<file path="src/hdl/gdc_ram.sv">
// Generic single-write, single-read RAM with registered read data.
`timescale 1ns / 1ps
`default_nettype none

module gdc_ram #(
   parameter int WIDTH  = 8,
   parameter int DEPTH  = 256,
   parameter int ADDR_W = $clog2(DEPTH)
) (
   input  logic              clock,
   input  logic              wr_en,
   input  logic [ADDR_W-1:0] wr_addr,
   input  logic [WIDTH-1:0]  wr_data,
   input  logic              rd_en,
   input  logic [ADDR_W-1:0] rd_addr,
   output logic [WIDTH-1:0]  rd_data
);

   logic [WIDTH-1:0] mem_ff [DEPTH];
   logic [WIDTH-1:0] rd_data_ff;

   // write port and registered read port
   always_ff @(posedge clock) begin
      if (wr_en) begin
         mem_ff[wr_addr] <= wr_data;
      end
      if (rd_en) begin
         rd_data_ff <= mem_ff[rd_addr];
      end
   end

   assign rd_data = rd_data_ff;

endmodule

`default_nettype wire

</file>
<file path="config.mk">
export PLATFORM = sky130hd
export DESIGN_NAME = gdc_ram
export DESIGN_NICKNAME = d
export VERILOG_FILES = /design/src/hdl/gdc_ram.sv
export SDC_FILE = /design/constraint.sdc
export NUM_CORES = 2
export LEC_CHECK = 0
export BUFFER_PORTS_ARGS = -buffer_cell sky130_fd_sc_hd__clkbuf_2
export CORE_UTILIZATION = 30
export DETAILED_ROUTE_END_ITERATION = 10
export GPL_TIMING_DRIVEN = 0
export SLEW_MARGIN = 10
export SYNTH_ARGS = -nofsm -noshare
export SYNTH_HDL_FRONTEND = slang
export SYNTH_SLANG_ARGS = --single-unit
</file>
<file path="constraint.sdc">
create_clock -name clock -period 2.5 [get_ports clock]
set_input_delay 0.25 -clock clock [delete_from_list [all_inputs] [get_ports clock]]
set_output_delay 0.25 -clock clock [all_outputs]
set_load 0.01 [all_outputs]
</file>
==> flow_summary.toml <==
[status]
status = "finished, violations left"
violations = "setup timing"

[route]
viasPerCell = 5.439
routed_wl_um = 248800
route.detailed.drc = 0
first_iter_violations = 6315
ant_nets = 0
wire_per_inst_um = 32.34
via_count = 41840
drt_first_pass_iters = 8

[sta]
rsz0062_at_grt = "true"
drv_slew = 0
finalClockSkew_ns = 0.04869
fin_crit_ns = 2.791
setup_viol = 278
final_hold_viol_count = 0
timing.fmax_mhz = 358.3
timing.final.ws_setup_ns = -0.2906
worstMarginPinSlew_ns = 1.330
relSlewSlack_pct = 11.33
post-route-period-util_pct = 111.6

[setup_path]
path_cells = "clkbuf_2, clkbuf_2, clkbuf_4, a21oi_2, a21oi_1, nor4_4, nor4_4"
critPathMaxStageDelay_ns = 0.85
cp-start-kind = "primary input"
crit_buf_inv = 3
arrival_ns = 3.34
r2r_end = "rd_data[7]"
cp_max_fo = 10
regToRegStartpoint = "mem_ff[72][7]"
r2r_setup_slack_ns = -0.19
cp_data_required_time_ns = 3.05
worst_setup_path_end_kind = "register"
cp_top_family = "compound AO/OA/AOI/OAI gates"
rr_worst_depth = 6
path_class = "in -> reg"
cpMaxStageDelayCell = "a21oi_2"

[clock_tree]
cts.sinks = 2056
clock_path_buffers = 3
clkTransAtPathRegs_ns = 0.06
htree_levels = 4
numCtsBuffers = 208
cts_tree = "built"
cts-root-buf = "clkbuf_16"
clk_latency_ns = 0.88

[worst_hold_path]
min_to = "mem_ff[127][5]"
hold_path_depth = 1
hold_path.class = "in -> reg"
hp-start = "wr_data[5]"

[grt]
grtUsageTotal_pct = 18.35
grt_pass1_vias = 41020
grt_pass1_wl_um = 336700
antenna_found_initial = 18
overflow = 0
grt_max_degree = 133

[synth]
yosysWarnings = 0
synth_top_area_share_pct = 77.53
syn_area_um2 = 79640
yosysTopAreaCell = "edfxtp_1"
synthTopCellsByArea = "edfxtp_1, mux4_2, mux2i_1, nor2_1, a22oi_1"
syn_nets = 3760
ys_seq_area_share_pct = 77.53
synth-async-reset-ratio_pct = 0
syn_area_per_cell_um2 = 21.33
synth_cells = 3733
synth_edf_count = 2056
synth_seq_cells = 2056
synth_flop_cell = "edfxtp_1"
synthDistinctLibCells = 54

[floorplan]
dieHeight_um = 517.2
num_rows = 188
fp.coreArea_um2 = 263200
die_w_um = 517.2
start_util_pct = 30.25
dieArea_um2 = 267500
io_pins = 35

[layout]
nets = 4026
layout_common_cells = "edfxtp_1, mux4_2, clkbuf_16"
fillCellCount = 24000
final_common_cell = "edfxtp_1"
seqCellArea_um2 = 61740
layout.cells.non_filler = 7692
multi_input_area_um2 = 17950
drive_gt1_share_pct = 30.09
syn_to_final_growth_pct = 17.41

[pwr]
p_total_w = 0.07331
power.density_nw_per_um2 = 784.0
leakage_nw = 28.21
ir_worst_vdd_mv = 0.7590

[placement]
gp_congestion = 0.9838
dp_hpwl_um = 164900
placed_cells = 7295
port_buffers = 27
dp_slack_ns = -2.797

[job]
drv_cap = 0
## worst reg2reg max path: cells and delay by family (launching register included)
family,cells,cell delay (ns)
AND/OR/NAND/NOR,4,1.17
multiplexers,1,0.45
AO/OA/AOI/OAI,1,0.38
flip-flops,1,0.37
## stage by stage
stage           TNS, ns  util [%]  hold WS [ns]  area (um2)
2_1_floorplan         0         -        0.3489       79640
3_3_place_gp   -6691.86     31.98        0.6860       84170
3_5_place_dp   -1539.79     32.21        0.5385       84780
4_1_cts          -11.55     35.30       0.09197       92910
5_1_grt          -2.523     35.52        0.2043       93500
6_report         -12.12     35.52        0.1738       93500
## metal layers
| layer | part of all wire [%] | GRT usage [%] | up-vias |
|---|---|---|---|
| met2 | 46 | 28.19 | 2601 |
| met3 | 11 | 5.005 | 486 |
| li1 | - | - | 16290 |
| met1 | 38 | 23.95 | 22450 |
| met4 | 5.1 | 8.923 | 10 |
| met5 | 0.048 | 0.2163 | - |
## where the power goes
part | leakage [nW] | internal [W] | switching (W)
Combinational | 6.47 | 0.00144 | 0.00312
Clock | 3.25 | 0.0171 | 0.0136
Sequential | 18.5 | 0.0380 | 0.0000200
Total | 28.2 | 0.0566 | 0.0167
## worst max path at each step
stage | slack [ns] | to | start | cells past startpoint
detailed placement | -2.80 | rd_data[7] | rd_addr[1] | 10
global route | -0.17 | rd_data[7] | mem_ff[82][7] | 5
floorplan | 0.17 | rd_data[2] | rd_addr[0] | 9
finish | -0.29 | rd_data[7] | rd_addr[3] | 7
CTS | -0.18 | mem_ff[226][2] | wr_addr[5] | 5
global placement | -3.25 | rd_data[5] | rd_addr[2] | 9
## what timing repair did
item,in CTS,in global routing
gates resized for setup,364,178
endpoints found under the setup margin,611,965
hold buffers,8,0
setup buffers,3,4
pin swaps,21,20
endpoints found under the hold margin,297,0
## area by class of cell
class                   count  area share, %
plain buffers             230          2.066
multi-input cells        1442          19.20
clock inverters           132          1.400
flip-flops and latches   2056          66.03
inverters                   2       0.009367
repair buffers             59         0.8323
well taps                3515          4.704
clock buffers             253          5.747
diodes                      3       0.008029
## registers in the layout, summed over array words and instances, names as in the netlist
name,count
rd_data,8
mem_ff,2048
## cells by family after synthesis
| kind of cell | after synthesis | share of synthesized area (%) |
|---|---|---|
| flops | 2056 | 77.53 |
| mux | 591 | 14.60 |
| buf+inv | 235 | 1.829 |
| compound gates | 385 | 3.416 |
| simple gates | 466 | 2.625 |
## cell usage after synthesis (13+ instances only)
library cell and number:
mux4_2 454, nor3_1 22, clkbuf_1 111, a211oi_1 16
buf_4 27, nand2_1 33, nand3_1 34, a22oi_1 133
o22ai_1 28, buf_8 13, buf_2 31, edfxtp_1 2056
mux2i_1 134, a221oi_1 13, a21oi_1 96, nor2_1 282
nor4_1 24, buf_6 21, buf_1 22, o221ai_1 46
nor2b_1 31
Power figures use the tool's default switching activity.
