[config.mk]
export PLATFORM = sky130hd
export DESIGN_NAME = gdc_divider
export DESIGN_NICKNAME = d
export VERILOG_FILES = /design/src/hdl/gdc_pkg.sv /design/src/hdl/gdc_divider.sv
export SDC_FILE = /design/constraint.sdc
export NUM_CORES = 1
export LEC_CHECK = 0
export ABC_AREA = 1
export BUFFER_PORTS_ARGS = -buffer_cell sky130_fd_sc_hd__buf_2
export CAP_MARGIN = 20
export CORE_MARGIN = 2
export CORE_UTILIZATION = 50
export CTS_CLUSTER_SIZE = 14
export DETAILED_ROUTE_END_ITERATION = 16
export PLACE_DENSITY = 0.73
export SYNTH_ARGS = -nofsm -noshare
export SYNTH_HDL_FRONTEND = slang
export SYNTH_SLANG_ARGS = --single-unit
[constraint.sdc]
create_clock -name clock -period 3.1 [get_ports clock]
set_input_delay 0 -clock clock [delete_from_list [all_inputs] [get_ports clock]]
set_output_delay 0 -clock clock [all_outputs]
set_load 0.01 [all_outputs]
[src/hdl/gdc_pkg.sv]
// Shared types, constants and register codes of the character-level downscaler.
`timescale 1ns / 1ps
`default_nettype none

package gdc_pkg;

   // Image limits and ramp size
   localparam int MAX_OUT_DIM = 255;
   localparam int MAX_SRC_DIM = 4096;
   localparam int LEVEL_COUNT = 9;

   // Luma store
   localparam int STORE_DEPTH = 65536;
   localparam int STORE_AW    = 16;
   localparam int LUMA_W      = 8;

   // Field and counter widths
   localparam int DIM_W   = 13;
   localparam int OUT_W   = 8;
   localparam int LEVEL_W = 4;

   // Shared divider operand widths
   localparam int DIVIDEND_W = 22;
   localparam int DIVISOR_W  = 13;

   // Configuration port
   localparam int CSR_AW = 4;
   localparam int CSR_DW = 32;

   // Register indexes
   localparam logic [1:0] REG_SRC_WIDTH  = 2'd0;
   localparam logic [1:0] REG_SRC_HEIGHT = 2'd1;
   localparam logic [1:0] REG_OUT_WIDTH  = 2'd2;
   localparam logic [1:0] REG_CLAMP_MODE = 2'd3;

   // Register reset values
   localparam logic [DIM_W-1:0] SRC_WIDTH_RST  = 13'd1;
   localparam logic [DIM_W-1:0] SRC_HEIGHT_RST = 13'd1;
   localparam logic [OUT_W-1:0] OUT_WIDTH_RST  = 8'd90;
   localparam logic             CLAMP_MODE_RST = 1'b1;

   // Item function codes
   localparam logic FUNC_LOAD  = 1'b0;
   localparam logic FUNC_FETCH = 1'b1;

   // Luma (r+g+b)/3 as multiply by reciprocal and shift
   localparam logic [9:0] LUMA_RECIP = 10'd683;
   localparam int         LUMA_SHIFT = 11;

   // Full-scale luma and level scale factor
   localparam logic [LUMA_W-1:0] LUMA_MAX    = 8'd255;
   localparam logic [OUT_W-1:0]  LEVEL_SCALE = OUT_W'(LEVEL_COUNT - 1);

   typedef struct packed {
      logic       func;
      logic [7:0] red;
      logic [7:0] green;
      logic [7:0] blue;
   } req_type;

   typedef struct packed {
      logic [LEVEL_W-1:0] level;
      logic               row_end;
      logic               last;
      logic               no_data;
   } rsp_type;

   typedef struct packed {
      logic                  start;
      logic [DIVIDEND_W-1:0] dividend;
      logic [DIVISOR_W-1:0]  divisor;
   } div_req_type;

   typedef struct packed {
      logic                  done;
      logic [DIVIDEND_W-1:0] quotient;
   } div_rsp_type;

endpackage

`default_nettype wire

[src/hdl/gdc_divider.sv]
// Shared restoring divider, one quotient bit per cycle.
`timescale 1ns / 1ps
`default_nettype none

module gdc_divider (
   input  logic                 clock,
   input  logic                 reset,
   input  gdc_pkg::div_req_type div_req,
   output gdc_pkg::div_rsp_type div_rsp
);

   import gdc_pkg::*;

   localparam int CNT_W = $clog2(DIVIDEND_W + 1);

   logic                  run_ff, run_in;
   logic                  done_ff, done_in;
   logic [CNT_W-1:0]      cnt_ff, cnt_in;
   logic [DIVIDEND_W-1:0] quo_ff, quo_in;
   logic [DIVISOR_W-1:0]  rem_ff, rem_in;
   logic [DIVISOR_W:0]    rem_sh;
   logic [DIVISOR_W:0]    rem_diff;

   // one shift-and-subtract step per cycle
   always_comb begin
      rem_sh   = {rem_ff, quo_ff[DIVIDEND_W-1]};
      rem_diff = rem_sh - {1'b0, div_req.divisor};
      run_in   = run_ff;
      cnt_in   = cnt_ff;
      quo_in   = quo_ff;
      rem_in   = rem_ff;
      done_in  = 1'b0;
      if (div_req.start) begin
         quo_in = div_req.dividend;
         rem_in = '0;
         cnt_in = CNT_W'(DIVIDEND_W);
         run_in = 1'b1;
      end else if (run_ff) begin
         if (!rem_diff[DIVISOR_W]) begin
            rem_in = rem_diff[DIVISOR_W-1:0];
            quo_in = {quo_ff[DIVIDEND_W-2:0], 1'b1};
         end else begin
            rem_in = rem_sh[DIVISOR_W-1:0];
            quo_in = {quo_ff[DIVIDEND_W-2:0], 1'b0};
         end
         cnt_in = cnt_ff - CNT_W'(1);
         if (cnt_ff == CNT_W'(1)) begin
            run_in  = 1'b0;
            done_in = 1'b1;
         end
      end
   end

   // control
   always_ff @(posedge clock) begin
      if (reset) begin
         run_ff  <= 1'b0;
         done_ff <= 1'b0;
         cnt_ff  <= '0;
      end else begin
         run_ff  <= run_in;
         done_ff <= done_in;
         cnt_ff  <= cnt_in;
      end
   end

   // datapath
   always_ff @(posedge clock) begin
      quo_ff <= quo_in;
      rem_ff <= rem_in;
   end

   assign div_rsp.done     = done_ff;
   assign div_rsp.quotient = quo_ff;

endmodule

`default_nettype wire

==> results.yml <==
grt:
  antenna_found_initial: 0
  grt_util_all_layers_pct: 21.7
  grt_pass1_wl_mm: 10.9
  grt_pass1_vias: 2420
  grt_overflow: 0
  grt_max_degree: 27
worst_setup_path:
  crit_required_ns: 2.97
  end_kind: "register"
  cp.arrival_ns: 2.12
  startpoint_type: "register"
  worstSetupPathType: "register to register"
  worstPathMaxFanout: 23
synthesis:
  synth_nets: 465
  synthFlopType: "edfxtp_1"
  ys_seq_area_share_pct: 38.2
  syn_area_mm2: 0.00278
  async_reset_ff_share_pct: 0
  synth_cells: 411
  ys_warn_count: 0
  ys_ff_latch: 42
  synth_edf_count: 22
  synth_cell_types: 30
  avgSynthCellArea_um2: 6.76
timing:
  tightest_slew_ns: 1.11
  setup_slack_ns: 0.847
  max_freq_mhz: 444
  fin_crit_sh_pct: 72.7
  fin_tns_setup_ns: 0
  slew-limit-headroom_pct: 25.9
  rsz0062_at_grt: "false"
  setup_violations: 0
  period_needed_ns: 2.25
  drv_slew: 0
  finClkSkew_ns: 0.00356
  finalHoldViolations: 0
flow_run:
  cap_violations: 0
routing:
  firstDrtPassIters: 5
  drtIter0Drc: 154
  drt.antenna.violating_nets: 0
  drc: 0
  totalWireLength_mm: 6.40
  wl_per_cell_um: 11.4
  via_per_inst: 4.75
  num_vias: 2671
power:
  power_density_mw_per_mm2: 364
  p_leak_uw: 0.00192
  p_comb_share_pct: 19.2
  internal_power_uw: 895
  vdd.ir_drop.worst_mv: 0.287
  power_uw: 1240
  swShare_pct: 28.1
  p_seq_share_pct: 52.4
  clkPwrFrac_pct: 28.4
  power.net_switching_uw: 350
clocking:
  postCtsSetupBuffers: 0
  cts_tree: "done"
  clk_pin_slew_ns: 0.08
  clock_sinks: 42
  cts_inserted_buffers: 5
  cts_buffer_depth: 2
  insertion_delay_ns: 0.29
  root_buffer: "clkbuf_8"
  htree_levels: 2
cells_and_area:
  multi_input_area_mm2: 0.00137
  diodes: 0
  fill_cells: 503
  area_delta_synth_final_pct: 23.0
  drive_gt1_share_pct: 16.3
  seqCellArea_mm2: 0.00106
  final_nets: 543
min_path:
  hold_path.class: "input port to register"
die:
  num_rows: 27
  coreArea_mm2: 0.00544
  fp.dieW_um: 78.6
  fp.dieH_um: 78.6
  io_pins: 61
  start_util_pct: 51.1
  die-area_mm2: 0.00617
place:
  port_buffers: 60
  hpwlAfterDp_mm: 4.61
  pre_cts_slack_ns: 0.831
  gp_congestion: 0.818
status:
  status: "completed"
timing repair:
item | 4_1_cts | 5_1_grt
endpoints found under the hold margin | 23 | 0
hold buffers | 22 | 0
gates resized for setup | 0 | 0
state kept, by name, indices dropped and copies added, names as in the netlist:
register  count
rem_ff       13
quo_ff       22
run_ff        1
cnt_ff        5
done_ff       1
cell families after synthesis:
kind of cell,synth area share [%]
and+or+nand+nor,37.4
xor gates and xnor gates,1.58
adders and majority gates,7.47
AOI/OAI and AO/OA,2.88
buffers and inverters,12.5
DFF,38.2
power groups by stage:
stage	registers (uW)	logic, uW	clock network (uW)
6_report	652	239	353
5_1_grt	657	268	386
4_1_cts	651	238	365
3_5_place_dp	663	216	0
3_3_place_gp	662	212	0
2_1_floorplan	676	121	0
cell usage in the layout, fill, tap and decap left out, types with 4 or more instances in the layout:
cell type,synthesis,layout
ha_1,15,15
nand2_1,174,174
inv_1,76,76
nor2_1,14,14
dfxtp_1,20,20
nand3_1,39,39
edfxtp_1,22,22
nand2_2,4,4
nand4_1,5,5
a21oi_1,7,7
buf_2,2,60
dlygate4sd3_1,0,22
clkbuf_8,0,5
path summary, 6_finish.rpt:
check	end	slack, ns	cells past startpoint	from
setup / recovery	quo_ff[19]	0.85	2	run_ff
hold / removal	quo_ff[0]	0.05	3	div_req[13]
setup reg to reg	quo_ff[19]	0.85	2	run_ff
hold reg to reg	rem_ff[7]	0.48	2	rem_ff[7]
per-layer routing:
| layer | part of all wire, % | track usage [%] | vias to the layer above | routed length (um) |
|---|---|---|---|---|
| met1 | 46 | 29.0 | 1188 | 2970 |
| met5 | 0 | 0 | - | 0 |
| met2 | 48 | 36.3 | 55 | 3070 |
| met4 | 1.1 | 4.74 | 0 | 69 |
| met3 | 4.7 | 4.48 | 9 | 300 |
| li1 | - | - | 1419 | - |
through the flow:
step	hold slack (ns)	cells	utilization [%]	area [um^2]
2_1_floorplan	0.0694	411	-	2780
3_3_place_gp	0.199	532	57.2	3110
3_5_place_dp	0.201	532	57.2	3110
4_1_cts	0.0469	562	62.8	3420
5_1_grt	0.0574	562	62.8	3420
6_report	0.0537	562	62.8	3420
critical path, stage by stage (launching register included):
cell and delay (ns):
dfxtp_1 0.35, nor2_1 0.78, inv_1 0.69
final cells by class:
class	count	area share [%]
Clock buffer	6	2.16
Clock inverter	2	0.403
Inverter	77	8.46
Multi-Input combinational cell	281	40.1
Sequential cell	42	31.0
Tap cell	72	2.64
Timing Repair Buffer	82	15.2
cell usage after synthesis, types with 3 or more instances:
cell type | count | area share [%]
a21oi_1 | 7 | 1.3
clkbuf_1 | 5 | 0.68
dfxtp_1 | 20 | 14
edfxtp_1 | 22 | 24
ha_1 | 15 | 6.8
inv_1 | 76 | 10
nand2_1 | 174 | 24
nand2_2 | 4 | 0.90
nand3_1 | 39 | 7.0
nand4_1 | 5 | 1.1
nor2_1 | 14 | 1.9
nor2_2 | 3 | 0.68
xnor2_1 | 3 | 0.95
No activity file was read; power rests on OpenSTA's default activity.
